===== src/hdl/button_debounce_retrigger_guard_assert.svh =====
// Assertion helpers for the button debouncer.
// Each macro expects clk and rst_n in scope.
`ifndef BUTTON_DEBOUNCE_RETRIGGER_GUARD_ASSERT_SVH
`define BUTTON_DEBOUNCE_RETRIGGER_GUARD_ASSERT_SVH

// Same-cycle implication, checked outside reset.
`define BDRG_ASSERT_IMP(label, ante, cons, msg) \
  label: assert property (@(posedge clk) disable iff (!rst_n) (ante) |-> (cons)) \
    else $error(msg);

// Next-cycle implication, checked outside reset.
`define BDRG_ASSERT_NEXT(label, ante, cons, msg) \
  label: assert property (@(posedge clk) disable iff (!rst_n) (ante) |=> (cons)) \
    else $error(msg);

`endif


===== src/hdl/bdrg_pkg.sv =====
`timescale 1ns / 1ps
`default_nettype none

package bdrg_pkg;

  localparam int BUTTON_COUNT_DEF = 4;

  localparam int CNT_W      = 8;
  localparam int GUARD_W    = 16;
  localparam int TIME_W     = 32;
  localparam int DEADLINE_W = 33;
  localparam int CFG_IDX_W  = 1;
  localparam int CFG_DATA_W = 16;

  localparam logic [CNT_W-1:0]     COUNTER_MAX  = 8'hFF;
  localparam logic [CNT_W-1:0]     DEBOUNCE_RST = 8'd4;
  localparam logic [GUARD_W-1:0]   GUARD_RST    = 16'd350;

  localparam logic [CFG_IDX_W-1:0] REG_DEBOUNCE = 1'd0;
  localparam logic [CFG_IDX_W-1:0] REG_GUARD    = 1'd1;

  // What one button lane reports for the sample being accepted.
  typedef struct packed {
    logic stable;
    logic press;
  } lane_res_t;

endpackage

`default_nettype wire


===== src/hdl/bdrg_lane.sv =====
`timescale 1ns / 1ps
`default_nettype none

// One button: change counter, debounced bit and re-trigger deadline.
module bdrg_lane (
  input  wire logic                            clk,
  input  wire logic                            rst_n,
  input  wire logic                            en,
  input  wire logic                            raw,
  input  wire logic [bdrg_pkg::TIME_W-1:0]     now_ms,
  input  wire logic [bdrg_pkg::CNT_W-1:0]      debounce_count,
  input  wire logic [bdrg_pkg::GUARD_W-1:0]    guard_interval_ms,
  output bdrg_pkg::lane_res_t                  res
);

  logic                              stable_r, stable_nxt;
  logic [bdrg_pkg::CNT_W-1:0]        cnt_r, cnt_nxt;
  logic [bdrg_pkg::DEADLINE_W-1:0]   deadline_r, deadline_nxt;
  logic [bdrg_pkg::CNT_W-1:0]        cnt_inc;
  logic                              press;

  always_comb begin
    stable_nxt   = stable_r;
    cnt_nxt      = cnt_r;
    deadline_nxt = deadline_r;
    press        = 1'b0;
    cnt_inc      = (cnt_r == bdrg_pkg::COUNTER_MAX) ? cnt_r :
                   cnt_r + {{(bdrg_pkg::CNT_W - 1){1'b0}}, 1'b1};
    if (raw == stable_r) begin
      cnt_nxt = '0;
    end else if (cnt_inc < debounce_count) begin
      cnt_nxt = cnt_inc;
    end else begin
      cnt_nxt    = '0;
      stable_nxt = raw;
      // A press is reported only once the guard time has passed.
      if (raw && ({1'b0, now_ms} >= deadline_r)) begin
        press        = 1'b1;
        deadline_nxt = {1'b0, now_ms} +
                       {{(bdrg_pkg::DEADLINE_W - bdrg_pkg::GUARD_W){1'b0}}, guard_interval_ms};
      end
    end
  end

  always_ff @(posedge clk) begin
    if (!rst_n) begin
      stable_r   <= 1'b0;
      cnt_r      <= '0;
      deadline_r <= '0;
    end else if (en) begin
      stable_r   <= stable_nxt;
      cnt_r      <= cnt_nxt;
      deadline_r <= deadline_nxt;
    end
  end

  assign res.stable = stable_nxt;
  assign res.press  = press;

endmodule

`default_nettype wire


===== src/hdl/bdrg_merge.sv =====
`timescale 1ns / 1ps
`default_nettype none

// Collects the lanes' presses into the pending mask and hands it out on request.
module bdrg_merge #(
  parameter int BUTTON_COUNT = bdrg_pkg::BUTTON_COUNT_DEF
) (
  input  wire logic                      clk,
  input  wire logic                      rst_n,
  input  wire logic                      en,
  input  wire logic                      take_events,
  input  bdrg_pkg::lane_res_t            lane_res [BUTTON_COUNT],
  output logic [BUTTON_COUNT-1:0]        debounced,
  output logic [BUTTON_COUNT-1:0]        new_presses,
  output logic                           marker_valid,
  output logic [BUTTON_COUNT-1:0]        marker_events
);

  logic [BUTTON_COUNT-1:0] pending_r, pending_nxt;
  logic [BUTTON_COUNT-1:0] merged;

  always_comb begin
    for (int b = 0; b < BUTTON_COUNT; b++) begin
      debounced[b]   = lane_res[b].stable;
      new_presses[b] = lane_res[b].press;
    end
    merged        = pending_r | new_presses;
    marker_valid  = take_events && (merged != '0);
    marker_events = marker_valid ? merged : '0;
    pending_nxt   = marker_valid ? '0 : merged;
  end

  always_ff @(posedge clk) begin
    if (!rst_n) begin
      pending_r <= '0;
    end else if (en) begin
      pending_r <= pending_nxt;
    end
  end

endmodule

`default_nettype wire


===== src/hdl/button_debounce_retrigger_guard.sv =====
// Channel  | Ports                                          | Direction
// ---------+------------------------------------------------+----------
// request  | in_valid, in_stall, in_raw_pressed, in_now_ms,  | into block
//          | in_take_events                                 |
// result   | out_valid, out_stall, out_debounced,           | out of block
//          | out_new_presses, out_marker_valid,             |
//          | out_marker_events                              |
// config   | cfg_we, cfg_index, cfg_wdata                   | into block
//
// One request is taken every cycle while in_stall is low. Its result is
// registered in the output register, or in the skid if the output is held.
// Per-button lanes update their state in the same cycle a request is taken.
// Synchronous reset clears all button state, the pending mask and the config
// registers to their defaults (debounce 4, guard 350 ms).
// A one-entry skid buffer sits behind the output register; in_stall rises only
// while that skid entry is occupied.
`timescale 1ns / 1ps
`default_nettype none

module button_debounce_retrigger_guard #(
  parameter int BUTTON_COUNT = bdrg_pkg::BUTTON_COUNT_DEF
) (
  input  wire logic                                clk,
  input  wire logic                                rst_n,

  input  wire logic                                in_valid,
  output logic                                     in_stall,
  input  wire logic [BUTTON_COUNT-1:0]             in_raw_pressed,
  input  wire logic [bdrg_pkg::TIME_W-1:0]         in_now_ms,
  input  wire logic                                in_take_events,

  output logic                                     out_valid,
  input  wire logic                                out_stall,
  output logic [BUTTON_COUNT-1:0]                  out_debounced,
  output logic [BUTTON_COUNT-1:0]                  out_new_presses,
  output logic                                     out_marker_valid,
  output logic [BUTTON_COUNT-1:0]                  out_marker_events,

  input  wire logic                                cfg_we,
  input  wire logic [bdrg_pkg::CFG_IDX_W-1:0]      cfg_index,
  input  wire logic [bdrg_pkg::CFG_DATA_W-1:0]     cfg_wdata
);

  // Configuration registers.
  logic [bdrg_pkg::CNT_W-1:0]   debounce_r;
  logic [bdrg_pkg::GUARD_W-1:0] guard_r;

  always_ff @(posedge clk) begin
    if (!rst_n) begin
      debounce_r <= bdrg_pkg::DEBOUNCE_RST;
      guard_r    <= bdrg_pkg::GUARD_RST;
    end else if (cfg_we) begin
      unique case (cfg_index)
        bdrg_pkg::REG_DEBOUNCE: debounce_r <= cfg_wdata[bdrg_pkg::CNT_W-1:0];
        bdrg_pkg::REG_GUARD:    guard_r    <= cfg_wdata[bdrg_pkg::GUARD_W-1:0];
        default: ;
      endcase
    end
  end

  logic accept;
  assign accept = in_valid && !in_stall;

  // One lane per button; each holds its own counter, stable bit and deadline.
  bdrg_pkg::lane_res_t lane_res [BUTTON_COUNT];

  for (genvar b = 0; b < BUTTON_COUNT; b++) begin : g_lane
    bdrg_lane u_lane (
      .clk               (clk),
      .rst_n             (rst_n),
      .en                (accept),
      .raw               (in_raw_pressed[b]),
      .now_ms            (in_now_ms),
      .debounce_count    (debounce_r),
      .guard_interval_ms (guard_r),
      .res               (lane_res[b])
    );
  end

  // The merge stage folds the lane presses into the pending mask.
  logic [BUTTON_COUNT-1:0] res_stable, res_presses, res_events;
  logic                    res_marker;

  bdrg_merge #(
    .BUTTON_COUNT (BUTTON_COUNT)
  ) u_merge (
    .clk            (clk),
    .rst_n          (rst_n),
    .en             (accept),
    .take_events    (in_take_events),
    .lane_res       (lane_res),
    .debounced      (res_stable),
    .new_presses    (res_presses),
    .marker_valid   (res_marker),
    .marker_events  (res_events)
  );

  // Output register plus a single skid entry. The skid only fills when a
  // result arrives while the output register is held by a stalled consumer.
  logic                    out_valid_r, skid_valid_r;
  logic [BUTTON_COUNT-1:0] out_stable_r, out_presses_r, out_events_r;
  logic                    out_marker_r;
  logic [BUTTON_COUNT-1:0] skid_stable_r, skid_presses_r, skid_events_r;
  logic                    skid_marker_r;
  logic                    out_fire;

  assign out_fire = out_valid_r && !out_stall;

  always_ff @(posedge clk) begin
    if (!rst_n) begin
      out_valid_r  <= 1'b0;
      skid_valid_r <= 1'b0;
    end else if (skid_valid_r) begin
      // No request is accepted while the skid holds a result.
      if (out_fire) begin
        skid_valid_r <= 1'b0;
      end
    end else if (accept) begin
      if (!out_valid_r || out_fire) begin
        out_valid_r <= 1'b1;
      end else begin
        skid_valid_r <= 1'b1;
      end
    end else if (out_fire) begin
      out_valid_r <= 1'b0;
    end
  end

  always_ff @(posedge clk) begin
    if (skid_valid_r) begin
      if (out_fire) begin
        out_stable_r  <= skid_stable_r;
        out_presses_r <= skid_presses_r;
        out_marker_r  <= skid_marker_r;
        out_events_r  <= skid_events_r;
      end
    end else if (accept) begin
      if (!out_valid_r || out_fire) begin
        out_stable_r  <= res_stable;
        out_presses_r <= res_presses;
        out_marker_r  <= res_marker;
        out_events_r  <= res_events;
      end else begin
        skid_stable_r  <= res_stable;
        skid_presses_r <= res_presses;
        skid_marker_r  <= res_marker;
        skid_events_r  <= res_events;
      end
    end
  end

  assign in_stall           = skid_valid_r;
  assign out_valid          = out_valid_r;
  assign out_debounced      = out_stable_r;
  assign out_new_presses    = out_presses_r;
  assign out_marker_valid   = out_marker_r;
  assign out_marker_events  = out_events_r;

`include "button_debounce_retrigger_guard_assert.svh"

  // The skid is only ever filled behind an occupied output register.
  `BDRG_ASSERT_IMP(a_skid_behind_out, skid_valid_r, out_valid_r, "skid full with output empty")
  // A held result must not be overwritten while the consumer stalls.
  `BDRG_ASSERT_NEXT(a_skid_fills_on_stall, accept && out_valid_r && out_stall, skid_valid_r, "result lost on stall")
  // Reported presses are always part of the debounced state.
  `BDRG_ASSERT_IMP(a_press_is_stable, out_valid_r, (out_presses_r & ~out_stable_r) == '0, "press without stable bit")
  // Without a marker the handed-out mask reads as zero.
  `BDRG_ASSERT_IMP(a_marker_zero, out_valid_r && !out_marker_r, out_events_r == '0, "events without marker")

endmodule

`default_nettype wire

===== config.mk =====
export PLATFORM = sky130hd
export DESIGN_NAME = button_debounce_retrigger_guard
export DESIGN_NICKNAME = d
export VERILOG_FILES = /design/src/hdl/bdrg_pkg.sv /design/src/hdl/bdrg_lane.sv /design/src/hdl/bdrg_merge.sv /design/src/hdl/button_debounce_retrigger_guard.sv
export VERILOG_INCLUDE_DIRS = /design/src /design/src/hdl
export SDC_FILE = /design/constraint.sdc
export NUM_CORES = 1
export LEC_CHECK = 0
export BUFFER_PORTS_ARGS = -buffer_cell sky130_fd_sc_hd__clkbuf_2
export CAP_MARGIN = 15
export CORE_UTILIZATION = 45
export DETAILED_ROUTE_END_ITERATION = 8
export SLEW_MARGIN = 40
export SYNTH_ARGS = -nofsm -noshare
export SYNTH_HDL_FRONTEND = slang
export SYNTH_HIERARCHICAL = 1
export SYNTH_SLANG_ARGS = --single-unit

===== constraint.sdc =====
create_clock -name clk -period 7 [get_ports clk]
set_input_delay 0.7 -clock clk [delete_from_list [all_inputs] [get_ports clk]]
set_output_delay 0.7 -clock clk [all_outputs]
set_load 0.02 [all_outputs]

Word level (Yosys, flattened, before mapping):

Cells that the tools add are included.

* order comparisons: 8
* equality and inequality tests: 10
* add/subtract/negate cells: 5
* reduce and logical (&&, ||, !) cells: 24
* mux-type cells: 57
* bitwise operators: 12

Operators by type and width (count)
* greater-or-equal comparator 32 x 33 -> 1 bit: 4
* 2-to-1 mux 8 bit: 12
* 2-to-1 mux 4 bit: 14
* adder 32 x 16 -> 33 bit: 1
* adder 8 x 1 -> 8 bit (second input constant): 4
* equality test 8 bit (second input constant): 4
* < comparator 8 bit: 4
* 2-to-1 mux 1 bit: 31
* AND reduction 4 bit: 4
* NOT 1 bit: 11
* AND reduction 3 bit: 3
* logical AND 1 bit: 7
* nonzero test 2 bit: 3
* equality test 1 bit: 4
* != test 2 x 1 -> 1 bit (second input constant): 2
* OR 4 bit: 1
* AND reduction 2 bit: 2
* nonzero test 4 bit: 1
* logical NOT 1 bit: 3
* logical OR 1 bit: 1

* bits of input ports: 59
* register bits after elaboration: 224
* output and inout bits: 15

Logic depth before layout (Yosys ltp):

* depth after elaboration: 12
* depth in mapped cells: 19
* mapped depth without buffers: 16

Cells and area by module:

The synthesis kept the hierarchy.

Modules (own cells, without submodules)
* bdrg_lane at g_lane[0].u_lane ...: times used 2, cells each 509, sequential area each 840.8 um^2, area an instance 4106.4 um^2
* bdrg_lane at g_lane[3].u_lane: times used 1, cells each 517, sequential area each 840.8 um^2, area an instance 3927.5 um^2
* bdrg_lane at g_lane[1].u_lane: times used 1, cells each 471, sequential area each 840.8 um^2, area an instance 3798.6 um^2
* button_debounce_retrigger_guard: times used 1, cells each 158, sequential area each 1301.2 um^2, area an instance 2029.4 um^2
* bdrg_merge: times used 1, cells each 33, sequential area each 80.1 um^2, area an instance 252.7 um^2

Least setup slack after synthesis:

OpenSTA, ideal clock, no wires.

* kind: reg-to-reg
* from: register g_lane[3].u_lane/cnt_r[0] (netlist bit)
* to: register out_marker_r (netlist: out_marker_valid) (data pin)
* path slack: 3.296 ns
* stages on the path, launching flop included: 20
* clock period less this slack: 3.704 ns
* required time: 6.738 ns
* library setup time: 0.262 ns
* arrival time: 3.441 ns
* path buffers: 3
* cells stage by stage: dfxtp_1 -> ha_1 -> nand3_1 -> or2_2 -> clkbuf_1 -> nand2b_1 -> nor2_1 -> xor2_1 -> ha_1 -> a21o_1 -> a21o_1 -> a21oi_1 -> o31ai_4 -> o311ai_1 -> inv_1 -> buf_2 -> buf_4 -> nor4_2 -> a31oi_1 -> mux2_1

* cells in the longest elaborated chain, start to end: 11
* elaborated cells between the ends (all ways): 12
* classes of those cells: 1 x add/sub; 1 x order compare; 1 x eq/ne; 6 x mux; 1 x bitwise; 2 x reduce/logical

Ends and longest elaborated chain
* from (decl): line bdrg_lane.sv:17 `logic [bdrg_pkg::CNT_W-1:0] cnt_r, cnt_nxt;`
* from (signal assigned): line bdrg_lane.sv:52 `cnt_r <= cnt_nxt;`
* adder 8 x 1 -> 8 bit / equality test 8 bit (equally long branches): line bdrg_lane.sv:28, bdrg_lane.sv:27
* 2-to-1 mux 8 bit (*): line bdrg_lane.sv:27 `cnt_inc = (cnt_r == bdrg_pkg::COUNTER_MAX) ? cnt_r :`
* < comparator 8 bit (*): line bdrg_lane.sv:31 `end else if (cnt_inc < debounce_count) begin`
* 2-to-1 mux 1 bit (*): line bdrg_lane.sv:31
* 2-to-1 mux 1 bit (*): line bdrg_lane.sv:29 `if (raw == stable_r) begin`
* named net g_lane[3].u_lane.press: line bdrg_lane.sv:20 `logic press;`
* OR 4 bit (*): line bdrg_merge.sv:27 `merged = pending_r | new_presses;`
* nonzero test 4 bit (*): line bdrg_merge.sv:28 `marker_valid = take_events && (merged != '0);`
* logical AND 1 bit (*): line bdrg_merge.sv:28
* named net res_marker: line button_debounce_retrigger_guard.sv:82 `logic res_marker;`
* 2-to-1 mux 1 bit (*): line button_debounce_retrigger_guard.sv:138 `if (!out_valid_r || out_fire) begin`
* 2-to-1 mux 1 bit (*): line button_debounce_retrigger_guard.sv:137 `end else if (accept) begin`
* 2-to-1 mux 1 bit (*): line button_debounce_retrigger_guard.sv:130 `if (skid_valid_r) begin`
* to (signal assigned): line button_debounce_retrigger_guard.sv:134 `out_marker_r <= skid_marker_r;`
* to (signal assigned): line button_debounce_retrigger_guard.sv:141 `out_marker_r <= res_marker;`
* to (decl): line button_debounce_retrigger_guard.sv:102 `logic out_marker_r;`

The timed path passes the listed nets; every way through them passes the cells marked *. The select of a mux whose other input is x is not followed.
A chain may end at the register's enable or synchronous reset.

==> flow_metrics.env <==
export IMPL_post_cts_buffers=0
export IMPL_synth_edff_count=26
export IMPL_final_period_utilization_pct=61.4
export IMPL_slowest_stage="dfxtp_1"
export IMPL_syn_nets=2484
export IMPL_dieArea_sq_mm=0.0413
export IMPL_dp_hpwl_mm=38.9
export IMPL_post_drt_wl_per_cell_microns=19.2
export IMPL_syn_area_per_cell_sq_um=8.29
export IMPL_leakage_nw=7.68
export IMPL_peakVddDrop_mv=0.154
export IMPL_via_count=16263
export IMPL_synth_cells=2197
export IMPL_syn_area_sq_mm=0.0182
export IMPL_ctsResizeCount=0
export IMPL_outcome="finished, final reports clean"
export IMPL_track_usage_pct=25.4
export IMPL_grt_pass1_vias=15557
export IMPL_final_cells=2763
export IMPL_insertedDiodeCount=0
export IMPL_globalplace_congestion=0.892
export IMPL_wl_mm=53.1
export IMPL_yosysUniqueCellTypes=96
export IMPL_final_setup_worst_slack_ns=2.70
export IMPL_final_nets=2503
export IMPL_critPathKind="flop to flop"
export IMPL_max_slew_margin_rel_pct=44.9
export IMPL_clockBufferDepth=3
export IMPL_ys_ff_latch=224
export IMPL_cts_root_buf="clkbuf_16"
export IMPL_drive_gt1_share_pct=10.7
export IMPL_synth_warnings=6
export IMPL_first_iter_violations=1102
export IMPL_required_ns=7.32
export IMPL_tightest_slew_ns=0.826
export IMPL_fin_total_pwr_mw=3.59
export IMPL_rsz0062_at_grt="false"
export IMPL_postRouteAntennaNets=0
export IMPL_r2r_start="g_lane[3].u_lane/cnt_r[0]"
export IMPL_grt_max_degree=59
export IMPL_initial_core_util_pct=45.8
export IMPL_ys_flop_type="dfxtp_1"
export IMPL_cts_sinks=224
export IMPL_cts_buffers=28
export IMPL_r2r_slack_ns=2.70
export IMPL_insertion_delay_ns=0.57
export IMPL_path_cells="ha_1 -> nand3_1 -> or2_2 -> nand2b_1 -> nor2_1 -> xor2_1 -> ha_1 -> a21o_1 -> a21o_1 -> a21oi_1 -> o31ai_4 -> o311ai_2 -> buf_4 -> inv_1 -> buf_4 -> nor4_2 -> a31oi_1 -> mux2_1"
export IMPL_dp_slack_ns=2.75
export IMPL_worstSetupEndpointType="flop"
export IMPL_period_needed_ns=4.30
export IMPL_worstHoldEndpoint="guard_r[10]"
export IMPL_setup_tns_final_ns=0
export IMPL_cp_max_fo=21
export IMPL_path_clk_slew_ns=0.06
export IMPL_die_h_microns=203
export IMPL_setup_viol=0
export IMPL_ios=74
export IMPL_power_density_mw_per_mm2=181
export IMPL_clock_fmax_ghz=0.233
export IMPL_route_detailed_drc=0
export IMPL_dp_cells=2711
export IMPL_critPathLaunchType="flop"
export IMPL_async_reset_ff_share_pct=0
export IMPL_final_util_pct=49.8
export IMPL_antenna_found_initial=0
export IMPL_ff2ff_path_depth=18
export IMPL_gr_total_overflow=0
export IMPL_worstReg2RegEnd="out_marker_valid"
export IMPL_slew_viol_final=0
export IMPL_drv_cap=0
export IMPL_arrival_ns=4.62
export IMPL_min_delay_start="cfg_wdata[10]"
export IMPL_hold_buffers=0
export IMPL_ys_seq_area_share_pct=26.0
export IMPL_core_area_sq_mm=0.0398
export IMPL_first_pass_iters=5
export IMPL_port_buffers=73
export IMPL_cts_tree="built"
export IMPL_chipWidth_microns=203
export IMPL_area_growth_syn_to_layout_pct=8.78
export IMPL_final_hold_viol_count=0
export IMPL_whs_path_depth=3
export IMPL_via_per_inst=5.89
export IMPL_num_rows=73
export IMPL_slowest_delay_ns=0.42
export IMPL_finClkSkew_ns=0.0102
export IMPL_grt_pass1_wl_mm=83.8
export IMPL_min_path_type="primary input to flop"
export IMPL_cts_htree_levels=1
==> flip-flops by register name (all words and copies together) (netlist names), 4 cells and up <==
name                      count
g_lane.u_lane/deadline_r    132
out_debounced                 4
guard_r                      16
g_lane.u_lane/cnt_r          32
skid_presses_r                4
skid_events_r                 4
out_new_presses               4
debounce_r                    8
u_merge/pending_r             4
g_lane.u_lane/stable_r        4
out_marker_events             4
skid_stable_r                 4
==> logic make-up (layout without fill, tap and decap cells) <==
group           count (synthesis)  count (layout)  share of synthesized area, %
fa+ha+maj                     228             228                          15.8
mux                            48              48                          2.77
compound gates                630             630                          23.3
xor+xnor                       99              99                          4.80
simple gates                  646             646                          19.2
buf+inv                       322             363                          8.06
flops                         224             224                          26.0
==> cells in the mapped netlist, drive strengths merged, types with 14 or more instances <==
cell type	instances	area share, %
and3	27	0.93
o211ai	23	1.3
a21oi	221	6.1
edfxtp	26	4.3
ha	224	15
mux2i	28	1.5
nor2	101	2.2
mux2	20	1.2
a211oi	42	2.0
nand3	93	2.6
nand2b	29	1.0
dfxtp	198	22
a21o	29	1.2
buf	65	2.8
a21boi	14	0.58
clkbuf	37	0.76
o21ai	132	3.7
inv	219	4.5
nor2b	35	1.2
and2	25	0.86
xor2	25	1.2
nand2	143	3.0
o31ai	35	1.8
a311oi	18	0.87
xnor2	74	3.6
o21a	21	0.87
nand4	62	2.2
nor3	52	1.5
==> cells in the final DEF (no fill, tap or decap), types with 49 or more instances in the layout <==
cell,count
ha_1,224
a21oi_1,221
inv_1,217
dfxtp_1,198
nand2_1,141
o21ai_0,114
nor2_1,97
nand3_1,91
xnor2_1,73
clkbuf_2,72
nand4_1,59
nor3_1,49
==> where the power goes <==
part	leakage (nW)	total, mW	internal (mW)	switching [mW]
sequential	1.85	1.37	1.33	0.0364
combinational	5.36	0.708	0.265	0.443
clock	0.464	1.51	0.900	0.612
==> final cells by class <==
type                    count  area, sq um
clock inverters            14          170
clock buffers              38          788
repair buffers             91          515
flip-flops and latches    224         4740
inverters                 220          826
well taps                 525          657
multi-input cells        1651        12100
fillers                  3892        20000
==> stage by stage <==
step,hold WS (ns),area (sq um)
floorplan,0.444,18200
detailed placement,0.457,18800
finish,0.372,19800
CTS,0.342,19800
global route,0.355,19800
global placement,0.452,18800
==> worst max path at each step <==
stage | start | endpoint
after global placement | in_now_ms[1] | u_merge/pending_r[0]
after floorplan | g_lane[3].u_lane/cnt_r[0] | out_marker_valid
after detailed placement | g_lane[3].u_lane/cnt_r[0] | out_marker_valid
after global routing | g_lane[3].u_lane/cnt_r[0] | out_marker_valid
after CTS | g_lane[3].u_lane/cnt_r[0] | out_marker_valid
final | g_lane[3].u_lane/cnt_r[0] | out_marker_valid
==> layer usage <==
metal  vias up  GRT usage [%]  wire (microns)
li1       8008              -               -
met1      7804           33.0           23900
met2       377           43.7           25100
met3        74           2.43            2550
met4         0           8.86            1600
met5         -              0               0
==> worst max-delay path, delay by kind of cell (launching register included) <==
kind,cells,cell delay [ns]
AOI/OAI and AO/OA,6,0.91
xor gates and xnor gates,1,0.15
adders and majority gates,2,0.57
buffers and inverters,3,0.87
DFF,1,0.42
muxes,1,0.29
and+or+nand+nor,5,0.81
Power figures use the tool's default switching activity.
